--- src/sv/sj2iso_pkg.sv ---
`default_nettype none

package sj2iso_pkg;

    localparam int unsigned MaxBytes = 6;
    localparam int unsigned IdxW     = 3;

    // control and shift codes
    localparam logic [7:0] EscByte    = 8'h1b;
    localparam logic [7:0] SoByte     = 8'h0e;
    localparam logic [7:0] SiByte     = 8'h0f;
    localparam logic [7:0] ParenByte  = 8'h28;
    localparam logic [7:0] RomanByte  = 8'h4a;
    localparam logic [7:0] DollarByte = 8'h24;
    localparam logic [7:0] KanjiBByte = 8'h42;

    // Shift_JIS class boundaries and JIS offsets
    localparam logic [7:0] KanaLo    = 8'ha0;
    localparam logic [7:0] KanaHi    = 8'hdf;
    localparam logic [7:0] TrailSplit = 8'h9f;
    localparam logic [7:0] TrailHi   = 8'h7f;
    localparam logic [7:0] RowLowOfs = 8'h1f;   // (lead - 0x81) * 2 + 0x21, mod 256
    localparam logic [7:0] RowHiOfs  = 8'h9f;   // (lead - 0xe0) * 2 + 0x5f, mod 256
    localparam logic [7:0] ColHiOfs  = 8'h20;
    localparam logic [7:0] ColLoOfs  = 8'h1f;
    localparam logic [7:0] ColOddOfs = 8'h7e;
    localparam logic [7:0] KanaOfs   = 8'h80;

    typedef struct packed {
        logic       kanji_mode;
        logic       kana_shifted;
        logic       lead_pending;
        logic [7:0] lead_byte;
    } conv_state_t;

    typedef struct packed {
        logic                         load;
        logic [IdxW-1:0]              last_idx;
        logic [MaxBytes-1:0][7:0]     bytes;
    } burst_t;

endpackage

`default_nettype wire

--- src/sv/sj2iso_in_if.sv ---
`default_nettype none

interface sj2iso_in_if;
    logic       valid;
    logic       ready;
    logic [7:0] data_byte;

    modport source (output valid, output data_byte, input ready);
    modport sink (input valid, input data_byte, output ready);
endinterface

`default_nettype wire

--- src/sv/sj2iso_out_if.sv ---
`default_nettype none

interface sj2iso_out_if;
    logic       valid;
    logic       ready;
    logic [7:0] out_byte;
    logic       last;

    modport source (output valid, output out_byte, output last, input ready);
    modport sink (input valid, input out_byte, input last, output ready);
endinterface

`default_nettype wire

--- src/sv/shift_jis_to_iso2022jp_unit.sv ---
`default_nettype none

// channel  dir  payload                  meaning
// din      in   data_byte[7:0]           one shift_jis byte a beat
// dout     out  out_byte[7:0], last      one iso-2022-jp byte a beat, last ends a burst
//
// one input beat is taken per cycle while the burst register can take a new burst
// a lead byte gives no output but still waits until the burst register is free; any
// other byte yields a burst of 1 to 6 output beats, sent one per cycle while dout is ready
// the next input is taken in the same cycle as the last beat of the current burst
// reset clears the mode, kana shift, pending lead and the burst valid flag

module shift_jis_to_iso2022jp_unit (
    input  wire logic    clk,
    input  wire logic    rst_n,
    sj2iso_in_if.sink    din,
    sj2iso_out_if.source dout
);
    import sj2iso_pkg::*;

    conv_state_t state_reg;
    conv_state_t state_next;
    burst_t      burst;
    logic        can_load;
    logic        take;

    // input is accepted whenever the burst register is free or draining its last beat
    assign din.ready = can_load;
    assign take      = din.valid && can_load;

    // converter state and byte classification
    sj2iso_decode u_decode (
        .cur       (state_reg),
        .data_byte (din.data_byte),
        .nxt       (state_next),
        .burst     (burst)
    );

    // mode, kana shift and pending lead move only on an accepted beat
    always_ff @(posedge clk or negedge rst_n)
    begin
        if (!rst_n)
        begin
            state_reg <= '0;
        end
        else if (take)
        begin
            state_reg <= state_next;
        end
    end

    // burst register and serialiser towards the output channel
    sj2iso_burst u_burst (
        .clk      (clk),
        .rst_n    (rst_n),
        .take     (take),
        .burst    (burst),
        .can_load (can_load),
        .dout     (dout)
    );

endmodule

`default_nettype wire

--- src/sv/sj2iso_decode.sv ---
`default_nettype none

module sj2iso_decode (
    input  wire  sj2iso_pkg::conv_state_t cur,
    input  wire  logic [7:0]              data_byte,
    output sj2iso_pkg::conv_state_t       nxt,
    output sj2iso_pkg::burst_t            burst
);
    import sj2iso_pkg::*;

    logic [7:0] row;
    logic [7:0] col;
    logic [7:0] lead2;
    logic       odd_trail;

    // jis row and column from the held lead and this trail
    always_comb
    begin
        lead2     = {cur.lead_byte[6:0], 1'b0};
        odd_trail = (data_byte >= TrailSplit);
        if (cur.lead_byte < KanaLo)
            row = lead2 + RowLowOfs + {7'd0, odd_trail};
        else
            row = lead2 + RowHiOfs + {7'd0, odd_trail};
        if (odd_trail)
            col = data_byte - ColOddOfs;
        else if (data_byte > TrailHi)
            col = data_byte - ColHiOfs;
        else
            col = data_byte - ColLoOfs;
    end

    always_comb
    begin
        nxt            = cur;
        burst.load     = 1'b1;
        burst.last_idx = '0;
        burst.bytes    = '0;
        if (cur.lead_pending)
        begin
            nxt.lead_pending = 1'b0;
            nxt.kana_shifted = 1'b0;
            nxt.kanji_mode   = 1'b1;
            if (cur.kana_shifted)
            begin
                burst.bytes[0] = SiByte;
                burst.bytes[1] = EscByte;
                burst.bytes[2] = DollarByte;
                burst.bytes[3] = KanjiBByte;
                burst.bytes[4] = row;
                burst.bytes[5] = col;
                burst.last_idx = IdxW'(5);
            end
            else if (!cur.kanji_mode)
            begin
                burst.bytes[0] = EscByte;
                burst.bytes[1] = DollarByte;
                burst.bytes[2] = KanjiBByte;
                burst.bytes[3] = row;
                burst.bytes[4] = col;
                burst.last_idx = IdxW'(4);
            end
            else
            begin
                burst.bytes[0] = row;
                burst.bytes[1] = col;
                burst.last_idx = IdxW'(1);
            end
        end
        else if (!data_byte[7])
        begin
            nxt.kana_shifted = 1'b0;
            nxt.kanji_mode   = 1'b0;
            if (cur.kana_shifted)
            begin
                burst.bytes[0] = SiByte;
                burst.bytes[1] = data_byte;
                burst.last_idx = IdxW'(1);
            end
            else if (cur.kanji_mode)
            begin
                burst.bytes[0] = EscByte;
                burst.bytes[1] = ParenByte;
                burst.bytes[2] = RomanByte;
                burst.bytes[3] = data_byte;
                burst.last_idx = IdxW'(3);
            end
            else
            begin
                burst.bytes[0] = data_byte;
            end
        end
        else if (data_byte >= KanaLo && data_byte <= KanaHi)
        begin
            if (cur.kana_shifted)
            begin
                burst.bytes[0] = data_byte - KanaOfs;
            end
            else
            begin
                nxt.kana_shifted = 1'b1;
                nxt.kanji_mode   = 1'b0;
                if (cur.kanji_mode)
                begin
                    burst.bytes[0] = EscByte;
                    burst.bytes[1] = ParenByte;
                    burst.bytes[2] = RomanByte;
                    burst.bytes[3] = SoByte;
                    burst.bytes[4] = data_byte - KanaOfs;
                    burst.last_idx = IdxW'(4);
                end
                else
                begin
                    burst.bytes[0] = SoByte;
                    burst.bytes[1] = data_byte - KanaOfs;
                    burst.last_idx = IdxW'(1);
                end
            end
        end
        else
        begin
            // lead byte is only held
            nxt.lead_pending = 1'b1;
            nxt.lead_byte    = data_byte;
            burst.load       = 1'b0;
        end
    end

endmodule

`default_nettype wire

--- src/sv/sj2iso_burst.sv ---
`default_nettype none

module sj2iso_burst (
    input  wire  logic               clk,
    input  wire  logic               rst_n,
    input  wire  logic               take,
    input  wire  sj2iso_pkg::burst_t burst,
    output logic                     can_load,
    sj2iso_out_if.source             dout
);
    import sj2iso_pkg::*;

    logic                     valid_reg;
    logic                     valid_next;
    logic [IdxW-1:0]          idx_reg;
    logic [IdxW-1:0]          idx_next;
    logic [IdxW-1:0]          last_idx_reg;
    logic [MaxBytes-1:0][7:0] bytes_reg;
    logic                     at_last;
    logic                     load;

    assign at_last  = (idx_reg == last_idx_reg);
    assign can_load = !valid_reg || (dout.ready && at_last);
    assign load     = take && burst.load;

    always_comb
    begin
        valid_next = valid_reg;
        idx_next   = idx_reg;
        if (load)
        begin
            valid_next = 1'b1;
            idx_next   = '0;
        end
        else if (valid_reg && dout.ready)
        begin
            if (at_last)
                valid_next = 1'b0;
            else
                idx_next = idx_reg + IdxW'(1);
        end
    end

    always_ff @(posedge clk or negedge rst_n)
    begin
        if (!rst_n)
        begin
            valid_reg <= 1'b0;
            idx_reg   <= '0;
        end
        else
        begin
            valid_reg <= valid_next;
            idx_reg   <= idx_next;
        end
    end

    always_ff @(posedge clk)
    begin
        if (load)
        begin
            bytes_reg    <= burst.bytes;
            last_idx_reg <= burst.last_idx;
        end
    end

    assign dout.valid    = valid_reg;
    assign dout.out_byte = bytes_reg[idx_reg];
    assign dout.last     = at_last;

endmodule

`default_nettype wire

--- src/flat_wrapper.sv ---
// flat-port wrapper written by rule: the top's interface ports become plain ports
module shift_jis_to_iso2022jp_unit_flat import sj2iso_pkg::*;
  (clk, rst_n, din_valid, din_data_byte, din_ready, dout_valid, dout_out_byte, dout_last, dout_ready);
  sj2iso_in_if din_i ();
  sj2iso_out_if dout_i ();
  input  wire logic clk;
  input  wire logic rst_n;
  input wire logic [$bits(din_i.valid)-1:0] din_valid;
  input wire logic [$bits(din_i.data_byte)-1:0] din_data_byte;
  output wire logic [$bits(din_i.ready)-1:0] din_ready;
  output wire logic [$bits(dout_i.valid)-1:0] dout_valid;
  output wire logic [$bits(dout_i.out_byte)-1:0] dout_out_byte;
  output wire logic [$bits(dout_i.last)-1:0] dout_last;
  input wire logic [$bits(dout_i.ready)-1:0] dout_ready;
  assign din_i.valid = din_valid;
  assign din_i.data_byte = din_data_byte;
  assign din_ready = din_i.ready;
  assign dout_valid = dout_i.valid;
  assign dout_out_byte = dout_i.out_byte;
  assign dout_last = dout_i.last;
  assign dout_i.ready = dout_ready;
  shift_jis_to_iso2022jp_unit u_core (.clk(clk), .rst_n(rst_n), .din(din_i), .dout(dout_i));
endmodule
--- config.mk ---
export PLATFORM = sky130hd
export DESIGN_NAME = shift_jis_to_iso2022jp_unit_flat
export DESIGN_NICKNAME = d
export VERILOG_FILES = /design/src/sv/sj2iso_pkg.sv /design/src/sv/sj2iso_in_if.sv /design/src/sv/sj2iso_out_if.sv /design/src/sv/shift_jis_to_iso2022jp_unit.sv /design/src/sv/sj2iso_decode.sv /design/src/sv/sj2iso_burst.sv /design/src/flat_wrapper.sv
export SDC_FILE = /design/constraint.sdc
export NUM_CORES = 1
export LEC_CHECK = 0
export ABC_AREA = 1
export BUFFER_PORTS_ARGS = -buffer_cell sky130_fd_sc_hd__buf_2
export CORE_ASPECT_RATIO = 1.25
export CORE_MARGIN = 2
export CORE_UTILIZATION = 60
export DETAILED_ROUTE_END_ITERATION = 6
export PLACE_DENSITY = 0.8
export REMOVE_ABC_BUFFERS = 1
export SLEW_MARGIN = 20
export SYNTH_ARGS = -nofsm -noshare
export SYNTH_HDL_FRONTEND = slang
export SYNTH_HIERARCHICAL = 1
export SYNTH_SLANG_ARGS = --single-unit
--- constraint.sdc ---
create_clock -name clk -period 8.3 [get_ports clk]
set_clock_uncertainty 0.1 [all_clocks]
set_input_delay 2.075 -clock clk [delete_from_list [all_inputs] [get_ports clk]]
set_output_delay 2.075 -clock clk [all_outputs]
set_load 0.1 [all_outputs]
==> metrics <==
outcome=finished, final reports clean; Seq/Total Area, Yosys=44.0%; post-cts sizing count=0; effective utilization at floorplan=62.1%; n_diodes=0; H-tree depth=3; cell count after synthesis=540; Seq cells post-synth=66; vias in the first global route=3438; crit-path max FO=14; largest net degree at the start of global routing=52; cells along the critical path=buf_2 > nand2_2 > nand2_2 > buf_2; Clock Tree Buf Depth=2; gpl congestion=0.972; TritonCTS clock tree=built; Cell Pwr Density=385 nW/um^2; hold_buf cts=0; Least-Margin Pin Slew=1.04 ns; Ys Warns=6; final antenna-violating net count=0; Root Driver=clkbuf_8; kind of start point of the critical path=input pin; min Tclk post-route=5.08 ns; postcts setup bufs=0; Post-Synth Simple-Gate Area=29.7%; R2R Path Start=u_core/u_burst/idx_reg[0]$_DFFE_PN0P_; worst hold-check path type=reg -> reg; unrepaired setup endpoints after global routing=no; Area contributors post-synth=edfxtp_1 35%, nand2_1 13%, dfrtp_1 8.7%; Die ar.=7920 sq um; Final Hold Slack=0.383 ns; Setup violations, final=0; Largest register FFs=48; Routed WL per cell=16.6 um; HPWL Detailed=7.53 mm; Total GRT Usage=28.6%; Max-Cap Viols=0; fmax=197 MHz; Final Power=1730 uW; Worst-Skew Late Latency=0.34 ns; count of clock tree sinks=66; Avg Cell Area, Syn=8.02 sq um; Die Wd=80.0 um; layout cells sized above 1=15.3%; num rows=34; first-pass GRT wire length=17.3 mm; area leader, netlist=edfxtp_1; Worst-path clk slew=0.07 ns; Core Footprint=6980 sq um; Critical Path End Type=output pin; TritonRoute pass-1 iters=5; I/O Pins=23; Via Count=3703; required time of the critical path=6.12 ns; Synth top area share=35.3%; DRT iter0 DRCs=332; Final nets=563; P_leak=0.00197 uW; post-synthesis adder-cell area fraction=2.02%; Slew Viols, Final=0; fin crit share=61.2%; Yosys cell types=36; flop2flop setup slack=4.59 ns; XOR/XNOR share of the synthesized area=2.05%; slew margin rel.=30.5%; Synth Area in Compound Gates=12.6%; Critical Path AT=2.91 ns; Crit Path Category=in -> out; largest family of logic cells by synthesized area=simple AND/OR/NAND/NOR gates; Setup crit end=din_ready; drt via density=5.79; Remaining DRCs=0; initial antenna violation count=0; Final Hold Viols=0; aggregate routed wire length=10.6 mm; Congestion Overflow GR=0; slowest CP cell=buf_2; Num CTS Buffers=9; crit path launch=dout_ready; mux share of post-synthesis cell area=0%; R2R cell count=10; slowest stage delay, CP=0.48 ns; Layout area overhead=3.93%; setup TNS=0 ns; die height=99.0 um; post-synthesis instance area=4330 sq um; IO buf count=22; reg2reg end=u_core/u_burst/bytes_reg[34]$_DFFE_PP_; VDD IR max=0.243 mV
==> placed cells by master (no fill, tap or decap), drive strengths merged <==
master	count
clkinvlp	3
a21oi	5
nand2	164
nand3	54
nor2	59
dfrtp	15
and3	1
o21a	6
conb	3
xor2	6
inv	48
edfxtp	51
ha	7
buf	22
xnor2	2
or2	1
clkinv	3
a32oi	1
clkbuf	9
o211ai	5
o21ai	61
a22oi	1
o22ai	15
nand4	7
==> cell type report <==
cell class / count / area [sq um]
clock inverter: 7 / 45.0
sequential: 66 / 1910
tap: 90 / 113
timing repair buffer: 22 / 110
multi-input combinational: 398 / 2020
fill: 621 / 2470
inverter: 47 / 184
clock buffer: 9 / 124
==> per-layer routing <==
layer | global-route usage (%) | routed length, um
met1 | 40.4 | 4530
met4 | 6.78 | 129
met3 | 4.58 | 665
met5 | 0 | 0
met2 | 46.3 | 5270
==> power by group <==
group	switching, uW	internal, uW	leakage (uW)
sequential	88.2	469	0.000673
combinational	732	211	0.00122
clock	125	107	0.0000791
==> synthesized netlist by cell type <==
cell type / count
nand2_1: 148
nand3_1: 53
edfxtp_1: 51
nor2_1: 48
o21ai_0: 37
inv_1: 36
o21ai_1: 20
dfrtp_1: 15
nand2_2: 14
o22ai_1: 14
buf_4: 11
buf_2: 9
inv_2: 9
buf_6: 8
ha_1: 7
nand4_1: 7
nor2_4: 7
o21a_1: 6
xor2_1: 6
a21oi_1: 5
o211ai_1: 5
nor2_2: 4
o21ai_2: 4
clkbuf_1: 3
nand2_4: 2
a22oi_1: 1
a32oi_1: 1
and3_1: 1
conb_1: 1
inv_4: 1
inv_6: 1
nand3_4: 1
o22ai_2: 1
or2_2: 1
xnor2_1: 1
xnor2_4: 1
==> worst min path at each step <==
stage                                    start                               to  slack (ns)  cells past startpoint
2_1_floorplan  u_core/state_reg[6]$_DFFE_PN0P_  u_core/state_reg[6]$_DFFE_PN0P_        0.34                      2
3_3_place_gp   u_core/state_reg[6]$_DFFE_PN0P_  u_core/state_reg[6]$_DFFE_PN0P_        0.35                      2
3_5_place_dp   u_core/state_reg[6]$_DFFE_PN0P_  u_core/state_reg[6]$_DFFE_PN0P_        0.36                      2
4_1_cts        u_core/state_reg[6]$_DFFE_PN0P_  u_core/state_reg[6]$_DFFE_PN0P_        0.38                      2
5_1_grt        u_core/state_reg[6]$_DFFE_PN0P_  u_core/state_reg[6]$_DFFE_PN0P_        0.40                      2
6_report       u_core/state_reg[6]$_DFFE_PN0P_  u_core/state_reg[6]$_DFFE_PN0P_        0.38                      2
==> critical path: cells and delay by family <==
kind                   cells  cell delay, ns
buffers and inverters      2            0.57
AND/OR/NAND/NOR            2            0.25
==> stage by stage <==
stage	setup slack [ns]	cells	cell area [sq um]	util (%)
2_1_floorplan	3.49	511	4110	-
3_3_place_gp	3.23	623	4330	62.1
3_5_place_dp	3.21	623	4330	62.1
4_1_cts	3.21	639	4500	64.5
5_1_grt	3.16	639	4500	64.5
6_report	3.22	639	4500	64.5
==> logic make-up (layout without fill, tap and decap cells) <==
family,after synthesis,count (layout)
AND/OR/NAND/NOR,286,286
XOR/XNOR,8,8
buffers and inverters,78,85
other,1,3
AO/OA/AOI/OAI,94,94
adder cells (fa/ha/maj),7,7
flip-flops,66,66
(Power assumes the default switching activity.)
